File: src/hdl/assert_macros.svh
// ----------------------------------------------------------------------------
// assert_macros.svh
// Concurrent assertion helpers; compiled out when ASSERT_OFF is defined.
// ----------------------------------------------------------------------------
`ifndef ASSERT_MACROS_SVH
`define ASSERT_MACROS_SVH

`ifndef ASSERT_OFF
// property checked at every clock edge outside reset
`define MNP_ASSERT(label, clk, rst, prop, msg) \
  label: assert property (@(posedge clk) disable iff (rst) (prop)) else $error(msg);
// consequent must hold in the cycle after the antecedent
`define MNP_ASSERT_NEXT(label, clk, rst, ante, cons, msg) \
  label: assert property (@(posedge clk) disable iff (rst) (ante) |=> (cons)) else $error(msg);
`else
`define MNP_ASSERT(label, clk, rst, prop, msg)
`define MNP_ASSERT_NEXT(label, clk, rst, ante, cons, msg)
`endif

`endif

File: src/hdl/mnp_pkg.sv
// ----------------------------------------------------------------------------
// mnp_pkg
// Shared types and constants of the MIDI note pairing engine.
// ----------------------------------------------------------------------------
package mnp_pkg;

  localparam int         CHANNEL_COUNT  = 16;
  localparam logic [6:0] PAN_CONTROLLER = 7'd10;
  localparam logic [6:0] PAN_CENTER     = 7'd64;
  localparam logic [3:0] DRUM_CHANNEL   = 4'd9;

  // register index as decoded from paddr[2]
  localparam logic CFG_SKIPPED_IDX = 1'b0;

  typedef enum logic [2:0] {
    ACT_NOTE_ON     = 3'd0,
    ACT_NOTE_OFF    = 3'd1,
    ACT_PROGRAM     = 3'd2,
    ACT_CONTROL     = 3'd3,
    ACT_TRACK_START = 3'd4
  } action_t;

  typedef enum logic {
    KIND_NOTE = 1'b0,
    KIND_FULL = 1'b1
  } kind_t;

  typedef enum logic [1:0] {
    ST_IDLE,
    ST_SEARCH,
    ST_SHIFT,
    ST_RESULT
  } state_t;

  typedef struct packed {
    logic [2:0]  action;
    logic [3:0]  channel;
    logic [6:0]  first_data;
    logic [6:0]  second_data;
    logic [31:0] tick_time;
  } event_word_t;

  typedef struct packed {
    logic        result_kind;
    logic [31:0] begin_ticks;
    logic [31:0] end_ticks;
    logic [6:0]  program_number;
    logic [3:0]  note_channel;
    logic [6:0]  note_number;
    logic [6:0]  note_velocity;
    logic [6:0]  pan_value;
  } note_word_t;

  // one pending note-on, 50 bits
  typedef struct packed {
    logic [31:0] tick;
    logic [3:0]  chan;
    logic [6:0]  note;
    logic [6:0]  vel;
  } pend_entry_t;

  typedef struct packed {
    logic more;   // another entry follows the current one
    logic match;  // current entry has the searched note and channel
  } scan_status_t;

endpackage

File: src/hdl/mnp_scan_unit.sv
// ----------------------------------------------------------------------------
// mnp_scan_unit
// Shared step unit of the table walk: next index, bound check, key compare.
// ----------------------------------------------------------------------------
module mnp_scan_unit #(
  parameter int AW = 6,
  parameter int CW = 7
) (
  input  logic [AW-1:0]         idx,
  input  logic [CW-1:0]         count,
  input  mnp_pkg::pend_entry_t  entry,
  input  logic [3:0]            key_chan,
  input  logic [6:0]            key_note,
  output logic [CW-1:0]         nxt,
  output mnp_pkg::scan_status_t status
);

  // step to the following entry
  assign nxt = CW'(idx) + CW'(1);

  // bound and key compare
  assign status.more  = (nxt < count);
  assign status.match = (entry.chan == key_chan) && (entry.note == key_note);

endmodule

File: config.mk
export PLATFORM = sky130hd
export DESIGN_NAME = mnp_scan_unit
export DESIGN_NICKNAME = d
export VERILOG_FILES = /design/src/hdl/assert_macros.svh /design/src/hdl/mnp_pkg.sv /design/src/hdl/mnp_scan_unit.sv
export SDC_FILE = /design/constraint.sdc
export NUM_CORES = 1
export LEC_CHECK = 0
export BUFFER_PORTS_ARGS = -buffer_cell sky130_fd_sc_hd__buf_2
export CELL_PAD_IN_SITES_DETAIL_PLACEMENT = 1
export CELL_PAD_IN_SITES_GLOBAL_PLACEMENT = 1
export CORE_MARGIN = 2
export CORE_UTILIZATION = 12
export DETAILED_ROUTE_END_ITERATION = 7
export GPL_TIMING_DRIVEN = 0
export PLACE_DENSITY = 0.94
export SETUP_SLACK_MARGIN = 0.15
export SYNTH_ARGS = -nofsm -noshare
export SYNTH_HDL_FRONTEND = slang
export SYNTH_SLANG_ARGS = --single-unit
export TNS_END_PERCENT = 1
File: constraint.sdc
create_clock -name vclk -period 1.9
set_input_delay 0.38 -clock vclk [all_inputs]
set_output_delay 0.38 -clock vclk [all_outputs]
set_load 0.1 [all_outputs]
==> impl_results.md <==
- Buffers on Ports: 44
- Fillers: 335
- Antenna viol nets, final: 0
- CP max stage delay: 280 ps
- Clkbuf count: 0
- Std-Cell Rows: 19
- Fin worst setup slack: -235 ps
- Layout cells sized above 1: 0.656
- Hold Worst Slack: roughly 1100 ps
- Sequential share of the synthesized area: 0
- Vias/cell: 3.98
- Final min period: 2130 ps
- Seq_cells: 0
- Hold Fails Final Rpt: 0
- Worst path most repeated cell: ha_4
- Yosys Warn Count: 0
- Critical Path RT: between 1500 and 2000 ps
- HP Class: in2out
- Initial antenna violation count: 0
- GP Congestion: between 0.6 and 0.7
- First-pass GRT wire length: ~2100 µm
- Yosys cell types: 15
- Final critical-path share of the clock period: 1.12
- Final setup viols: 1
- Number of nets in the layout: 176
- Crit Path Class: in2out
- RSZ-0062 raised after global routing: true
- Overflow after GRT: 0
- CP max-delay cell: ha_4
- Starting Density: 0.126
- Die area: around 3300 µm²
- Synth Instances: 48
- Die height: between 50 and 60 µm
- Die Width: about 58 µm
- Synthesized Nets: about 130
- Leakage power figure: 0.393 nW
- Total number of vias: slightly below 500
- Crit-path cells: buf_8 > ha_4 > xor2_4 > ha_4 > nand2_1 > o21ai_1 > a21oi_1 > o21a_4 > buf_12
- CP startpoint kind: input port
- Core box area: 2760 µm²
- WL per Instance: ~10 µm
- Max Cap Viol: 0
- Register cell area after layout: 0 µm²
- Util after Layout: 0.304
- Gr usage total: 0.0781
- Largest net degree at the start of global routing: 6
- Max-Slew Margin vs Limit: 0.676
- PD cells: between 300 and 400 nW/µm²
- Drt total wl: approximately 1300 µm
- Arrival time at the worst endpoint: 1750 ps
- FMAX: 468 MHz
- Synthesized cell area: ~350 µm²
- Max-slew violations: 0
- Drc violations: 0
- Drt pass-1 iters: 2
- Failing checks: setup timing
- Result of the run: finished, violations left
- Hold Buf Count CTS: 0
- Vias in the first global route: slightly below 600
- Least-Margin Pin Slew: just under 500 ps
- Crit end category: primary output
- Mean Syn Cell Area: 7.25 µm²
- CP Max Fanout: 5
- Maximum VDD drop: around 0.00020 V
- Final antenna diode count: 0
- IO Count: slightly above 80
- Area grow syn2layout: 141%
- Initial DRC count: 2
what timing repair did:
| item | CTS | global route |
|---|---|---|
| resized for setup | 15 | 4 |
| pin swaps | 9 | 0 |
| setup endpoints to repair | 6 | 4 |
| buffers inserted | 1 | 0 |
critical path, delay by kind of cell:
| kind | cells | cell delay [ps] |
|---|---|---|
| AO/OA/AOI/OAI | 3 | 450 |
| XOR/XNOR | 1 | 160 |
| adder cells (fa/ha/maj) | 2 | 460 |
| buffers and inverters | 2 | 270 |
| AND/OR/NAND/NOR | 1 | 50 |
per-stage QoR:
step / cell area, µm² / cells / total power [mW] / setup TNS (ps) / setup WS (ps)
floorplan: 505 / 48 / 0.196 / -1000 / -684
global placement: 764 / 123 / 0.260 / -564 / -564
detailed placement: 764 / 123 / 0.270 / -574 / -574
CTS: 826 / 124 / 0.294 / -254 / -254
global route: 840 / 124 / 0.312 / -297 / -297
finish: 840 / 124 / 0.293 / -235 / -235
worst paths after layout:
kind	from	end	slack, ps	depth (start not counted)
setup / recovery	idx[0]	status[1]	-230	9
hold / removal	idx[4]	nxt[4]	1140	3
per-layer routing:
layer  track usage  share of wire  up-vias
li1              -              -      251
met2         0.185           0.58       33
met5             0              0        -
met3             0          0.091        0
met4             0              0        0
met1        0.0746           0.32      209
layout by cell type (no fill, tap or decap), drive strengths merged:
cell type / n
buf: 44
ha: 7
and2: 1
xor2: 1
a21o: 1
clkbuf: 1
nand4: 2
o21a: 1
a21oi: 3
xnor2: 14
nand3: 5
and3: 1
nand2: 2
nor3: 1
o21ai: 1
nor2: 1
inv: 7
Yosys cell counts:
cell     instances  area (µm²)
xnor2_1         14         123
ha_1             7        87.6
inv_1            7        26.3
nand3_1          5        25.0
a21oi_1          3        15.0
nand2_1          2        7.51
nand4_1          2        12.5
a21o_1           1        7.51
and2_1           1        6.26
and3_2           1        7.51
nor2_1           1        3.75
nor3_1           1        5.00
o21a_1           1        7.51
o21ai_1          1        5.00
xor2_1           1        8.76
cells by family (layout without fill, tap and decap cells):
kind of cell | Yosys count | after routing | share of synthesized area
AOI/OAI and AO/OA | 6 | 6 | 0.101
xor gates and xnor gates | 15 | 15 | 0.378
adders and majority gates | 7 | 7 | 0.252
buffers and inverters | 7 | 52 | 0.0756
and+or+nand+nor | 13 | 13 | 0.194
report_power, final:
part / switching, mW / internal, mW
Sequential: 0 / 0
Clock: 0 / 0
Combinational: 0.176 / 0.117
cell type report:
| type | instances | area, µm² | share of cell area |
|---|---|---|---|
| Inverter | 7 | 26.3 | 0.0313 |
| Tap cell | 31 | 38.8 | 0.0462 |
| Timing Repair Buffer | 45 | 279 | 0.332 |
| Multi-Input combinational cell | 41 | 495 | 0.590 |
(Power assumes the default switching activity.)
