<file path="config.mk">
export PLATFORM = sky130hd
export DESIGN_NAME = mnp_pend_table
export DESIGN_NICKNAME = d
export VERILOG_FILES = /design/src/hdl/assert_macros.svh /design/src/hdl/mnp_pkg.sv /design/src/hdl/mnp_pend_table.sv
export SDC_FILE = /design/constraint.sdc
export NUM_CORES = 2
export LEC_CHECK = 0
export BUFFER_PORTS_ARGS = -buffer_cell sky130_fd_sc_hd__buf_2
export CAP_MARGIN = 25
export CORE_MARGIN = 1
export CORE_UTILIZATION = 45
export DETAILED_ROUTE_END_ITERATION = 7
export PLACE_DENSITY = 0.71
export SETUP_SLACK_MARGIN = 0.02
export SLEW_MARGIN = 20
export SYNTH_ARGS = -nofsm -noshare
export SYNTH_HDL_FRONTEND = slang
export SYNTH_SLANG_ARGS = --single-unit
</file>
<file path="constraint.sdc">
create_clock -name clk -period 8.9 [get_ports clk]
set_input_delay 1.78 -clock clk [delete_from_list [all_inputs] [get_ports clk]]
set_output_delay 1.78 -clock clk [all_outputs]
set_load 0.005 [all_outputs]
</file>
<file path="src/hdl/assert_macros.svh">
// ----------------------------------------------------------------------------
// assert_macros.svh
// Concurrent assertion helpers; compiled out when ASSERT_OFF is defined.
// ----------------------------------------------------------------------------
`ifndef ASSERT_MACROS_SVH
`define ASSERT_MACROS_SVH

`ifndef ASSERT_OFF
// property checked at every clock edge outside reset
`define MNP_ASSERT(label, clk, rst, prop, msg) \
  label: assert property (@(posedge clk) disable iff (rst) (prop)) else $error(msg);
// consequent must hold in the cycle after the antecedent
`define MNP_ASSERT_NEXT(label, clk, rst, ante, cons, msg) \
  label: assert property (@(posedge clk) disable iff (rst) (ante) |=> (cons)) else $error(msg);
`else
`define MNP_ASSERT(label, clk, rst, prop, msg)
`define MNP_ASSERT_NEXT(label, clk, rst, ante, cons, msg)
`endif

`endif

</file>
<file path="src/hdl/mnp_pkg.sv">
// ----------------------------------------------------------------------------
// mnp_pkg
// Shared types and constants of the MIDI note pairing engine.
// ----------------------------------------------------------------------------
package mnp_pkg;

  localparam int         CHANNEL_COUNT  = 16;
  localparam logic [6:0] PAN_CONTROLLER = 7'd10;
  localparam logic [6:0] PAN_CENTER     = 7'd64;
  localparam logic [3:0] DRUM_CHANNEL   = 4'd9;

  // register index as decoded from paddr[2]
  localparam logic CFG_SKIPPED_IDX = 1'b0;

  typedef enum logic [2:0] {
    ACT_NOTE_ON     = 3'd0,
    ACT_NOTE_OFF    = 3'd1,
    ACT_PROGRAM     = 3'd2,
    ACT_CONTROL     = 3'd3,
    ACT_TRACK_START = 3'd4
  } action_t;

  typedef enum logic {
    KIND_NOTE = 1'b0,
    KIND_FULL = 1'b1
  } kind_t;

  typedef enum logic [1:0] {
    ST_IDLE,
    ST_SEARCH,
    ST_SHIFT,
    ST_RESULT
  } state_t;

  typedef struct packed {
    logic [2:0]  action;
    logic [3:0]  channel;
    logic [6:0]  first_data;
    logic [6:0]  second_data;
    logic [31:0] tick_time;
  } event_word_t;

  typedef struct packed {
    logic        result_kind;
    logic [31:0] begin_ticks;
    logic [31:0] end_ticks;
    logic [6:0]  program_number;
    logic [3:0]  note_channel;
    logic [6:0]  note_number;
    logic [6:0]  note_velocity;
    logic [6:0]  pan_value;
  } note_word_t;

  // one pending note-on, 50 bits
  typedef struct packed {
    logic [31:0] tick;
    logic [3:0]  chan;
    logic [6:0]  note;
    logic [6:0]  vel;
  } pend_entry_t;

  typedef struct packed {
    logic more;   // another entry follows the current one
    logic match;  // current entry has the searched note and channel
  } scan_status_t;

endpackage

</file>
<file path="src/hdl/mnp_pend_table.sv">
// ----------------------------------------------------------------------------
// mnp_pend_table
// Pending note-on store: one write port, one registered read port.
// ----------------------------------------------------------------------------
module mnp_pend_table #(
  parameter int DEPTH = 64,
  parameter int AW    = 6
) (
  input  logic                 clk,
  input  logic                 wr_en,
  input  logic [AW-1:0]        wr_addr,
  input  mnp_pkg::pend_entry_t wr_data,
  input  logic                 rd_en,
  input  logic [AW-1:0]        rd_addr,
  output mnp_pkg::pend_entry_t rd_data
);

  mnp_pkg::pend_entry_t mem [DEPTH];

  // write port
  always_ff @(posedge clk) begin
    if (wr_en) begin
      mem[wr_addr] <= wr_data;
    end
  end

  // read port, data registered from the address
  always_ff @(posedge clk) begin
    if (rd_en) begin
      rd_data <= mem[rd_addr];
    end
  end

endmodule

</file>
==> metrics <==
Total Wirelength=roughly 340000 µm; synth top area cells=edfxtp_1 79%, mux4_2 13%, mux2i_1 1.9%; drt wl/cell=between 30 and 40 µm; fin cells=roughly 9600; # rows=~190; Post-Syn Nets=5522; area grow syn2layout=12.88%; Total Routing Usage GR=between 20% and 30%; Hold Crit Start=mem[56][1]; Yosys top cell by area=edfxtp_1; Final Hold Fails=0; TNS Setup=0 ns; clk_skew=0.05344 ns; Cells after Synth=between 5000 and 6000; remaining antenna violation count=0; FF+latch count, synth=roughly 3300; Initial Util=45.43%; RSZ-0062 raised after global routing=false; P_leak=between 40 and 50 nW; max_cap viols=0; fmax=approximately 220 MHz; number of synthesized flops with an enable pin=3250; Clock Sink Count=3250; vias in the first global route=61312; Yosys warnings=0; crit path launch=rd_addr[1]; Peak VDD IR=approximately 0.14 mV; commonest non-fill, non-tap cell in the layout=edfxtp_1; Pre-Repair DR Iteration Count=7; Root Buffer Master=clkbuf_16; Syn Std Cell Area=between 100000 and 150000 µm²; vias=62358; initial antenna violation count=35; die height=525.8 µm; R2R Path Start=mem[19][20]; final worst path period share=between 40 and 50%; critical path startpoint category=primary input; Max transition margin=roughly 22%; Setup violations, final=0; Worst Path Max Fanout=68; # fillers=around 20000; clock buffer depth=4; Async S/R FF share, synth=0%; total power=31.43 mW; Critical Path End Type=flop; CTS H-tree lvls=5; Clock Pin Slew Worst Setup and Hold Paths=about 0.06 ns; CTS tree=yes; GRT Residual Overflow=0; design area=139400 µm²; Worst EP required=approximately 9.7 ns; die area=276400 µm²; Cell Chain, Critical Path=buf_8 > buf_12 > nand2b_4 > buf_4 > o22ai_1 > a221o_1 > mux4_2 > mux2i_1; share of the synthesized area in the top cell type=79.05%; max incr delay on CP=approximately 0.70 ns; dpl hpwl=around 170000 µm; Worst Hold Class=reg -> reg; chip width=525.8 µm; PortBufs=114; Multi-input gate area=roughly 25000 µm²; Worst-Margin Slew=about 1.2 ns; largest net degree at the start of global routing=111; Synth Flop Type=edfxtp_1; Min Clock Period, post-route=around 4.4 ns; post-place instance area=approximately 130000 µm²; clk_lat worst skew=between 0.9 and 1 ns; Post-CTS Resized=0; final worst slack=4.451 ns; drt first-iter violations=between 10000 and 15000; most frequent cells in the layout=3250 x edfxtp_1, 690 x mux4_2, 330 x clkbuf_16; status=complete, no violations; vias per cell=~6.5; post-synthesis sequential area ratio=79.05%; DP Cell Count=roughly 9000; Yosys cell types=44; area of the core=about 270000 µm²; Slew Limit Fails=0; Setup WS pre-CTS=3.601 ns; P per Cell Area=between 200 and 250 nW/µm²; GPL Wtd Cong=0.8006; Remaining DRCs=0; crit path DAT=around 5.2 ns; CP Class=in -> reg; syn avg cell area=about 23 µm²; FF/Latch Area=97590 µm²; layout cell share with drive strength beyond 1=between 20% and 30%; CP max-delay cell=buf_4; CTS Buf Count=321; first-pass GRT wire length=between 400000 and 500000 µm; postcts setup bufs=0; # IOs=~120; NumNets Final=5846; Post-CTS Hold Buffers=0
power breakdown:
| part | internal [mW] | switching (mW) | leakage (nW) | total (mW) |
|---|---|---|---|---|
| Clock | 7.37 | 5.55 | 4.78 | 12.9 |
| Combinational | 0.539 | 0.940 | 9.29 | 1.48 |
| Sequential | 17.0 | 0.0573 | 29.3 | 17.0 |
metrics by stage:
step	util (%)	hold slack, ns
after floorplan	-	0.8479
after global placement	47.44	0.8719
after detailed placement	47.47	0.8877
after CTS	51.07	0.9088
after global routing	51.28	0.9511
final	51.29	0.9048
area by class of cell:
class / count / share of cell area, %
Clock inverter: 154 / 0.8961
Inverter: 1 / 0.002694
Antenna cell: 14 / 0.02514
Tap cell: 3570 / 3.205
Timing Repair Buffer: 319 / 1.953
Sequential cell: 3250 / 70.03
Multi-Input combinational cell: 1888 / 17.77
Clock buffer: 400 / 6.114
cell usage after synthesis, types with 38 or more instances:
cell	instances
buf_4	38
buf_2	72
mux2i_1	229
o221ai_1	55
mux4_2	690
clkbuf_1	154
o22ai_1	126
a22oi_1	80
nand3_1	98
nand2_1	110
nor2_1	98
edfxtp_1	3250
mux2_2	68
nand4_1	65
final timing paths:
check | depth (start not counted) | slack [ns] | end
max | 8 | 4.45 | rd_data[49]
min | 4 | 0.90 | rd_data[1]
max reg2reg | 5 | 6.67 | rd_data[20]
min reg2reg | 4 | 0.90 | rd_data[1]
state kept, by name (all words and copies together) (netlist names):
signal   count
mem       3200
rd_data     50
critical path: cells and delay by family:
kind            cells  cell delay [ns]
simple gates        1             0.42
buf+inv             3             1.63
compound gates      2             0.44
mux                 2             0.71
cells by family after synthesis:
kind of cell	after synthesis	synth area share, %
AO/OA/AOI/OAI	439	2.663
buffers and inverters	319	1.336
flip-flops	3250	79.05
multiplexers	1003	15.21
AND/OR/NAND/NOR	446	1.736
layer usage:
layer / wire length (µm) / vias to the layer above / track usage [%]
met2: 153500 / 4618 / 36.38
met3: 47430 / 701 / 6.717
met5: 195 / - / 0
met1: 123300 / 33007 / 33.82
li1: - / 24002 / -
met4: 11400 / 30 / 7.917
Note: power is estimated with default switching activity, not from simulation.
